**src/design/dqvl_sqrt_cell.sv**
```systemverilog
// One cell of the pipelined restoring square root: resolves one result bit.
// Carries the word's side data alongside. No package use.
`timescale 1ns / 1ps
module dqvl_sqrt_cell #(
  parameter int unsigned RadWidth  = 40,
  parameter int unsigned RootWidth = 20,
  parameter int unsigned SideWidth = 8,
  parameter int unsigned BitPos    = 0
) (
  input  logic                 clk_i,
  input  logic                 rst_ni,
  input  logic                 en_i,
  input  logic                 valid_i,
  input  logic [RadWidth-1:0]  rem_i,
  input  logic [RootWidth-1:0] root_i,
  input  logic [SideWidth-1:0] side_i,
  output logic                 valid_o,
  output logic [RadWidth-1:0]  rem_o,
  output logic [RootWidth-1:0] root_o,
  output logic [SideWidth-1:0] side_o
);
  // trial = (2*root + 2^BitPos) << BitPos, root holds only higher bits
  logic [RadWidth+1:0] trial;
  logic [RadWidth-1:0] rem_d;
  logic [RootWidth-1:0] root_d;

  always_comb begin
    trial = ({2'b0, RadWidth'(root_i)} << (BitPos + 1))
          + ((RadWidth+2)'(1) << (2 * BitPos));
    rem_d  = rem_i;
    root_d = root_i;
    if ({2'b0, rem_i} >= trial) begin
      rem_d  = rem_i - trial[RadWidth-1:0];
      root_d = root_i | (RootWidth'(1) << BitPos);
    end
  end

  always_ff @(posedge clk_i or negedge rst_ni) begin
    if (!rst_ni) begin
      valid_o <= 1'b0;
    end else if (en_i) begin
      valid_o <= valid_i;
    end
  end

  always_ff @(posedge clk_i) begin
    if (en_i) begin
      rem_o  <= rem_d;
      root_o <= root_d;
      side_o <= side_i;
    end
  end
endmodule

```
**config.mk**
```make
export PLATFORM = sky130hd
export DESIGN_NAME = dqvl_sqrt_cell
export DESIGN_NICKNAME = d
export VERILOG_FILES = /design/src/design/dqvl_sqrt_cell.sv
export SDC_FILE = /design/constraint.sdc
export NUM_CORES = 1
export LEC_CHECK = 0
export ABC_CLOCK_PERIOD_IN_PS = 1300
export BUFFER_PORTS_ARGS = -buffer_cell sky130_fd_sc_hd__buf_2
export CAP_MARGIN = 20
export CELL_PAD_IN_SITES_DETAIL_PLACEMENT = 0
export CELL_PAD_IN_SITES_GLOBAL_PLACEMENT = 1
export CORE_MARGIN = 4
export CORE_UTILIZATION = 41
export DETAILED_ROUTE_END_ITERATION = 8
export GPL_TIMING_DRIVEN = 0
export HOLD_SLACK_MARGIN = 0.08
export PLACE_DENSITY = 0.85
export SETUP_SLACK_MARGIN = 0.3
export SYNTH_ARGS = -nofsm -noshare
export SYNTH_HDL_FRONTEND = slang
export SYNTH_SLANG_ARGS = --single-unit
```
**constraint.sdc**
```tcl
create_clock -name clk_i -period 1.3 [get_ports clk_i]
set_input_delay 0.195 -clock clk_i [delete_from_list [all_inputs] [get_ports clk_i]]
set_output_delay 0.195 -clock clk_i [all_outputs]
set_load 0.01 [all_outputs]
```
Yosys cells after proc, flatten, opt, wreduce, memory -nomap -nowiden
Index checks and enable logic that the tools add are counted.
- bits in registers: 69
- output and inout port bits: 69
- $add $sub $neg: 2
- $lt $le $gt $ge: 1
- mux-type cells: 1
- operators by type and width (operator ; count):
    40-bit by 22-bit >= comparator with 1-bit output ; 1
    40-bit two-way mux ; 1
    40-bit by 22-bit subtractor with 40-bit output ; 1
    21-bit by 1-bit adder with 22-bit output (second input constant) ; 1

Logic depth before layout (Yosys ltp)
Gate-level depths: netlist of run 1.
- depth in word-level cells: 3
- depth in mapped cells: 12

Least setup slack after synthesis of run 1
No wires, ideal clock.
- kind: input port to flip-flop
- from: input port root_i[19]
- to: register rem_o[29], data pin
- required time: 1.033 ns
- arrival time: 2.373 ns
- setup slack: -1.340 ns
- stages on the path: 10
- cell sequence: inv_1 -> ha_1 -> or4b_4 -> or3_1 -> o211ai_1 -> nor3_1 -> and2_4 -> buf_6 -> nor4b_2 -> xor2_1
- word-level cells in the longest chain between the ends: 3
- RTL lines (item ; RTL line ; source):
    from (decl) ; 15 ; input logic [RootWidth-1:0] root_i,
    21-bit by 1-bit adder with 22-bit output * ; 29 ; + ((RadWidth+2)'(1) << (2 * BitPos));
    40-bit by 22-bit subtractor with 40-bit output or 40-bit by 22-bit >= comparator with 1-bit output (tied branches) ; 33, 32 ;
    40-bit two-way mux * ; 32 ; if ({2'b0, rem_i} >= trial) begin
    net rem_d[29] ; 24 ; logic [RadWidth-1:0] rem_d;
    to (signal assigned) ; 48 ; rem_o <= rem_d;
    to (decl) ; 18 ; output logic [RadWidth-1:0] rem_o,
The timed path passes the listed nets; every way through them passes the cells marked *.
A chain may end at the register's enable or synchronous reset.

Final worst setup path of run 1
- from: input port rem_i[20]
- to: register rem_o[29], data pin
- word-level cells in the longest chain between the ends: 2
- RTL lines (item ; RTL line ; source):
    from (decl) ; 14 ; input logic [RadWidth-1:0] rem_i,
    40-bit by 22-bit subtractor with 40-bit output or 40-bit by 22-bit >= comparator with 1-bit output (tied branches) ; 33, 32 ;
    40-bit two-way mux * ; 32 ;
    net rem_d[29] ; 24 ;
Marked as above.

==> results.ini, run 1 <==
[worst_hold_path]
hp-class=input pin to flip-flop
worst_hold_path.num_cells=3
hp-start=rem_i[20]
min_delay_worst_endpoint=rem_o[20]

[timing]
worst_slew_pin_slew_ps=623
hold_viol=0
max-slew-margin-rel_pct=58.5
fmax_ghz=0.430
setup_viol=41
clock_period_minus_worst_slack_ps=2330
hold_ws_ps=112
layout_setup_ws_ps=-1030
rsz0062_at_grt=true
finalMaxSlewViolations=0
tns_ps=-37780
period_share_pct=179
fin_worst_skew_ps=0

[power]
share_comb_of_total_power_pct=29.9
pwr-share-clk_pct=27.0
vdd.ir_drop.worst_mv=0.445
p_int_mw=4.62
power.leakage_nw=2.82
cellPowerDensity_nw_per_um2=969
sequentialPowerShare_pct=43.1
power.switching_fraction_pct=28.9
power.total_mw=6.50
netsw_mw=1.88

[synthesis]
synth.net_count=483
post_synth_num_cell_types=53
synth_cells=389
postSynthAreaPerCell_sq_um=10.5
synthesis.area_sq_um=4100
synth-warning-count=0
async_set_or_reset_flop_fraction_in_the_synthesized_netlist_pct=1.45
synth_top_area_share_pct=49.8
postSynthRegisterBits=69
synth_area_leaders=edfxtp_1 50%, ha_1 6.4%, xor2_1 5.1%
synthDominantAreaCellType=edfxtp_1
postSynth.topFlopCell=edfxtp_1
synth-seq-area-share_pct=50.4
synth_enable_flop_cells=68

[outcome]
run_status=complete, but fails checks
failing_checks=negative setup slack

[critical_path]
crit_path_cell_trace=buf_6 > ha_4 > or4b_4 > or3_1 > o211ai_1 > nor3_2 > and2_4 > buf_12 > nor4b_4 > xor2_1
ff2ff_path_depth=1
crit_path_max_fanout=5
crit_type=input pin to flip-flop
critical_path.top_delay_family=simple AND/OR/NAND/NOR gates
setup.reg_to_reg.worst_slack_ps=530
required_ps=1410
timing.critical_path.to_type=flip-flop
r2r_end=valid_o
worst_setup_path_start_kind=input pin
critical_path.max_stage_delay_ps=490
cpMaxStageDelayCell=or4b_4
cp_data_arrival_time_ps=2430
cp.buffers_inverters=2
crit-reg2reg-launch=valid_o

[clock_tree]
tritoncts=done
clock_latency_on_the_worst_skew_pair_ps=350
clkSlewWorstSetupHoldPaths_ps=70
numCtsBuffers=9
root_cell_of_the_clock_tree=clkbuf_8
cts_h_tree_lvls=3
clock_path_buffers=2
cts_num_sinks=69

[placement]
gp_congestion=0.862
dpl_cell_area_sq_um=5140
port_buffers=140
place_hpwl_um=8030

[die]
rows=36
start_util_pct=41.9
fp.coreArea_sq_um=9770
die_height_um=108
die_x_um=108
die_area_sq_um=11700
io_pins=141

[drt]
dr.pass1.iters=5
detail_route.wirelength_um=12500
post_drt_via_cell_ratio=5.30
detail_route.wl_per_cell_um=16.9
drc_errors=0
vias=3931
initialDrtViolationCount=261
ant_nets=0

[finish]
areaGrowthSynthToFinish_pct=63.6
final_layout_size_suffix_gt1_share_pct=50.0
final_design_area_no_fill_sq_um=6710
insertedDiodeCount=0
highest_count_cells_in_the_layout_ignoring_fill_and_taps=122 x buf_2, 68 x edfxtp_1, 31 x buf_4
final_nets=697
mostFrequentLayoutCell=buf_2
layout.core_utilization_pct=68.6

[global_route]
grt.met1_usage_pct=25.0
grt.busiest_layer=met2
grt_antenna_before_repair=0
global_route.usage.met2_pct=31.5
grt.overflow.total=0
grt_first_pass_wirelength_um=17700
groute.usage.overall_pct=19.4
first_global_vias=3663
grt_start_max_net_pins=70
groute.layer.met3.usage_pct=3.70

[run]
max-cap-violations=0

## per-stage QoR
step,std cells,worst slack (ps)
final,741,-1030
after CTS,712,-983
after global routing,741,-1120
after detailed placement,662,-1770
after floorplan,389,-1170
after global placement,662,-1750
## Yosys cell counts, types with 2 or more instances
cell type,n
a21oi_1,22
nor3_1,11
nand4_1,10
nand2b_1,2
a21boi_0,2
nor3b_1,2
edfxtp_1,68
buf_2,2
nor4b_2,2
o21ai_0,29
or3_1,4
nand3_1,5
o211ai_1,5
o31ai_1,3
o21a_1,3
a21o_1,10
ha_1,21
inv_1,23
xor2_1,24
a31oi_1,3
xnor2_1,14
or2_2,2
clkbuf_1,13
mux2_2,3
a211oi_1,2
and2_1,2
and3_1,3
nor4_1,6
a2111oi_0,2
or4_1,3
nor2_1,26
o21bai_1,3
nand2_1,39
## per-layer routing
layer,vias to the layer above,share of wire (%)
met1,1879,42
met5,-,0
met4,0,2.4
met3,23,7.2
li1,1868,-
met2,161,48
## logic make-up (layout without fill, tap and decap cells)
| logic type | Yosys count | count (layout) | share of synthesized area, % |
|---|---|---|---|
| DFF | 69 | 69 | 50.4 |
| adders and majority gates | 22 | 22 | 6.90 |
| and+or+nand+nor | 124 | 125 | 15.6 |
| xor gates and xnor gates | 38 | 38 | 8.12 |
| buffers and inverters | 40 | 258 | 4.00 |
| AOI/OAI and AO/OA | 93 | 93 | 14.1 |
| muxes | 3 | 3 | 0.824 |
## how the worst max path moves through the flow
| stage | startpoint | end | depth (start not counted) |
|---|---|---|---|
| global route | root_i[10] | rem_o[29] | 12 |
| finish | rem_i[20] | rem_o[29] | 10 |
| detailed placement | root_i[4] | rem_o[36] | 11 |
| floorplan | root_i[19] | rem_o[33] | 10 |
| CTS | root_i[19] | rem_o[29] | 11 |
| global placement | root_i[4] | rem_o[36] | 11 |
## power by group through the flow
stage / sequential [mW] / combinational (mW) / clock [mW]
after floorplan: 2.98 / 0.675 / 0
final: 2.80 / 1.94 / 1.75
after global routing: 2.82 / 2.10 / 1.91
after detailed placement: 2.83 / 1.39 / 0
after CTS: 2.79 / 1.60 / 1.79
after global placement: 2.83 / 1.38 / 0
## sequential cells by signal, indices dropped and copies added, names as in the netlist
| signal | cells |
|---|---|
| valid_o | 1 |
| rem_o | 40 |
| side_o | 8 |
| root_o | 20 |
## worst min-delay path: cells and delay by family
family                 cells  cell delay, ps
buffers and inverters      1              90
AND/OR/NAND/NOR            1              40
AO/OA/AOI/OAI              1              40
## final cells by class
class,count,area (sq um)
Clock buffer,14,153
Buffer,17,200
Multi-Input combinational cell,281,2540
Timing Repair Buffer,202,1440
Clock inverter,2,35.0
Inverter,23,106
Sequential cell,69,2070
Fill cell,725,3070
Tap cell,133,166
## timing repair
item                                    in CTS  in global routing
gates resized for setup                     75                133
endpoints found under the hold margin       29                  0
hold buffers                                29                  0
buffers inserted                             5                 25
endpoints found under the setup margin     111                110
gates cloned                                 0                  4
pin swaps                                   16                 66
No activity file was read; power rests on OpenSTA's default activity.
==> run 2: changes to the inputs <==
--- a/config.mk
+++ b/config.mk
@@ -5,7 +5,7 @@
 export SDC_FILE = /design/constraint.sdc
 export NUM_CORES = 1
 export LEC_CHECK = 0
-export ABC_CLOCK_PERIOD_IN_PS = 1300
+export ABC_CLOCK_PERIOD_IN_PS = 2750
 export BUFFER_PORTS_ARGS = -buffer_cell sky130_fd_sc_hd__buf_2
 export CAP_MARGIN = 20
 export CELL_PAD_IN_SITES_DETAIL_PLACEMENT = 0
==> constraint.sdc (replaced) <==
create_clock -name clk_i -period 2.75 [get_ports clk_i]
set_input_delay 0.4125 -clock clk_i [delete_from_list [all_inputs] [get_ports clk_i]]
set_output_delay 0.4125 -clock clk_i [all_outputs]
set_load 0.01 [all_outputs]
==> results.ini, run 2 (synthesized netlist as in run 1, its figures left out) <==
[power]
share_comb_of_total_power_pct=25.2  ; was 29.9%
p_int_mw=2.04  ; was 4.62 mW
netsw_uw=887  ; was 1.88 mW
vdd.ir_drop.worst_mv=0.257  ; was 0.445 mV
cellPowerDensity_nw_per_um2=515  ; was 969 nW/um^2
sequentialPowerShare_pct=44.9  ; was 43.1%
pwr-share-clk_pct=29.8  ; was 27.0%
power.switching_fraction_pct=30.3  ; was 28.9%
power.leakage_nw=2.38  ; was 2.82 nW

[critical_path]
ff2ff_path_depth=1  ; unchanged
critPathLaunch=root_i[7]  ; was rem_i[20]
cp_data_arrival_time_ps=2650  ; was 2430 ps
crit_path_max_fanout=10  ; was 5
crit-reg2reg-launch=valid_o  ; unchanged
required_ps=2870  ; was 1410 ps
crit_type=input pin to flip-flop  ; unchanged
cp-endpoint=rem_o[39]  ; was rem_o[29]
critical_path.max_stage_delay_ps=550  ; was 490 ps
worst_setup_path_start_kind=input pin  ; unchanged
timing.critical_path.to_type=flip-flop  ; unchanged
setup.reg_to_reg.worst_slack_ps=2010  ; was 530 ps
crit_path_cell_trace=buf_2 > inv_1 > ha_1 > buf_8 > nand2_1 > or4_4 > o211ai_1 > nor3_2 > and2_4 > buf_12 > nor4b_4 > xor2_1  ; was buf_6 > ha_4 > or4b_4 > or3_1 > o211ai_1 > nor3_2 > and2_4 > buf_12 > nor4b_4 > xor2_1
r2r_end=valid_o  ; unchanged
cpMaxStageDelayCell=or4_4  ; was or4b_4

[clock_tree]
tritoncts=done  ; unchanged
clock_path_buffers=2  ; unchanged
numCtsBuffers=9  ; unchanged
root_cell_of_the_clock_tree=clkbuf_8  ; unchanged
clkSlewWorstSetupHoldPaths_ps=90  ; was 70 ps
clock_latency_on_the_worst_skew_pair_ps=360  ; was 350 ps
cts_h_tree_lvls=3  ; unchanged
cts_num_sinks=69  ; unchanged

[timing]
fin_worst_skew_ps=0  ; unchanged
period_share_pct=91.8
rsz0062_at_grt=true  ; unchanged
max-slew-margin-rel_pct=40.4  ; was 58.5%
finalMaxSlewViolations=0  ; unchanged
clock_period_minus_worst_slack_ps=2520
fmax_ghz=0.396
worst_slew_pin_slew_ps=895  ; was 623 ps
tns_ps=0  ; was -37780 ps
hold_viol=0  ; unchanged
layout_setup_ws_ps=225  ; was -1030 ps
setup_viol=0  ; was 41

[placement]
gp_congestion=0.854  ; was 0.862
place_hpwl_um=8280  ; was 8030 um
port_buffers=140  ; unchanged
dp.cells=662  ; unchanged
dpl_worst_slack_ps=-481  ; was -1770 ps

[finish]
largest_registers=rem_o (40), root_o (20), side_o (8)  ; unchanged
final_nets=650  ; was 697
number_of_filler_cells_placed_in_the_layout=853  ; was 725
regArea_sq_um=2070  ; unchanged
mostFrequentLayoutCell=buf_2  ; unchanged
multi_input_comb_area_sq_um=2140  ; was 2540 sq um
largest_register_ffs=40  ; unchanged
final_layout_size_suffix_gt1_share_pct=41.7  ; was 50.0%
insertedDiodeCount=0  ; unchanged
register_name_with_the_most_flops=rem_o  ; unchanged
areaGrowthSynthToFinish_pct=38.7  ; was 63.6%
highest_count_cells_in_the_layout_ignoring_fill_and_taps=139 x buf_2, 68 x edfxtp_1, 37 x nand2_1  ; was 122 x buf_2, 68 x edfxtp_1, 31 x buf_4
instances_no_fill=694  ; was 741

[drt]
post_drt_via_cell_ratio=5.25  ; was 5.30
detail_route.wl_per_cell_um=16.4  ; was 16.9 um
ant_nets=0  ; unchanged
dr.pass1.iters=5  ; unchanged
initialDrtViolationCount=169  ; was 261
drc_errors=0  ; unchanged
vias=3641  ; was 3931
detail_route.wirelength_um=11400  ; was 12500 um

[die]
rows=36  ; unchanged
io_pins=141  ; unchanged
start_util_pct=41.9  ; unchanged
die_area_sq_um=11700  ; unchanged
die_height_um=108  ; unchanged
fp.coreArea_sq_um=9770  ; unchanged
die_x_um=108  ; unchanged

[global_route]
grt_antenna_before_repair=0  ; unchanged
first_global_vias=3562  ; was 3663
grt_first_pass_wirelength_um=17500  ; was 17700 um
grt.overflow.total=0  ; unchanged
grt_start_max_net_pins=70  ; unchanged
groute.usage.overall_pct=19.5  ; was 19.4%

[run]
max-cap-violations=0  ; unchanged

[outcome]
run_status=complete, no violations  ; was complete, but fails checks

[worst_hold_path]
hp-class=input pin to flip-flop  ; unchanged

-- run 2: cell types whose count changed in the layout (fill, tap and decap cells not counted), moves of 5 or more --
| cell | change |
|---|---|
| a21oi_1 | +5 |
| a21oi_2 | -5 |
| buf_2 | +17 |
| buf_4 | -11 |
| buf_6 | -18 |
| dlygate4sd3_1 | -28 |
| ha_4 | -7 |
| nand2_1 | +19 |
| nand2_4 | -16 |
| o21ai_0 | +13 |
| o21ai_2 | -14 |
-- run 2: how the worst min path moves through the flow --
stage	start	end	slack, ps	depth (start not counted)
final	side_i[2]	side_o[2]	210	1
after global routing	side_i[0]	side_o[0]	190	1
after CTS	side_i[1]	side_o[1]	200	1
after detailed placement	rst_ni	valid_o	190	1
after global placement	rst_ni	valid_o	190	1
after floorplan	rst_ni	valid_o	120	0
-- run 2: power groups by stage --
stage | Clock, mW | Combinational [mW] | Sequential, mW
2_1_floorplan | 0 | 0.310 | 1.41
3_3_place_gp | 0 | 0.638 | 1.34
3_5_place_dp | 0 | 0.648 | 1.34
4_1_cts | 0.888 | 0.706 | 1.32
5_1_grt | 0.947 | 0.813 | 1.33
6_report | 0.874 | 0.739 | 1.32
-- run 2: timing repair --
item,4_1_cts,5_1_grt
hold buffers,1,0
setup buffers,8,7
setup endpoints to repair,38,35
endpoints found under the hold margin,1,0
gates resized for setup,43,28
pin swaps,13,10
-- run 2: cell type report --
cell class                 count  share of cell area (%)
inverter                      23                    1.74
tap                          133                    2.93
sequential                    69                    36.3
buffer                        17                    3.17
timing repair buffer         156                    14.6
clock inverter                 7                    1.41
multi-input combinational    280                    37.6
clock buffer                   9                    2.18
-- run 2: critical path, delay by kind of cell --
family | cells | cell delay, ps
AOI/OAI and AO/OA | 1 | 280
and+or+nand+nor | 5 | 1130
xor gates and xnor gates | 1 | 110
buffers and inverters | 4 | 420
adders and majority gates | 1 | 300
-- run 2: routing by layer --
| metal | vias to the layer above | GRT usage (%) | part of all wire, % |
|---|---|---|---|
| li1 | 1766 | - | - |
| met1 | 1732 | 24.4 | 42 |
| met2 | 123 | 32.9 | 50 |
| met3 | 20 | 5.13 | 6.1 |
| met4 | 0 | 6.67 | 1.9 |
| met5 | - | 0 | 0 |
-- run 2: metrics by stage --
step / area [sq um] / hold slack, ps / total power, mW / util [%]
6_report: 5690 / 208 / 2.93 / 58.2
5_1_grt: 5690 / 187 / 3.08 / 58.2
4_1_cts: 5560 / 200 / 2.91 / 56.9
3_5_place_dp: 5100 / 190 / 1.99 / 52.2
3_3_place_gp: 5100 / 187 / 1.98 / 52.1
2_1_floorplan: 4230 / 117 / 1.72 / -
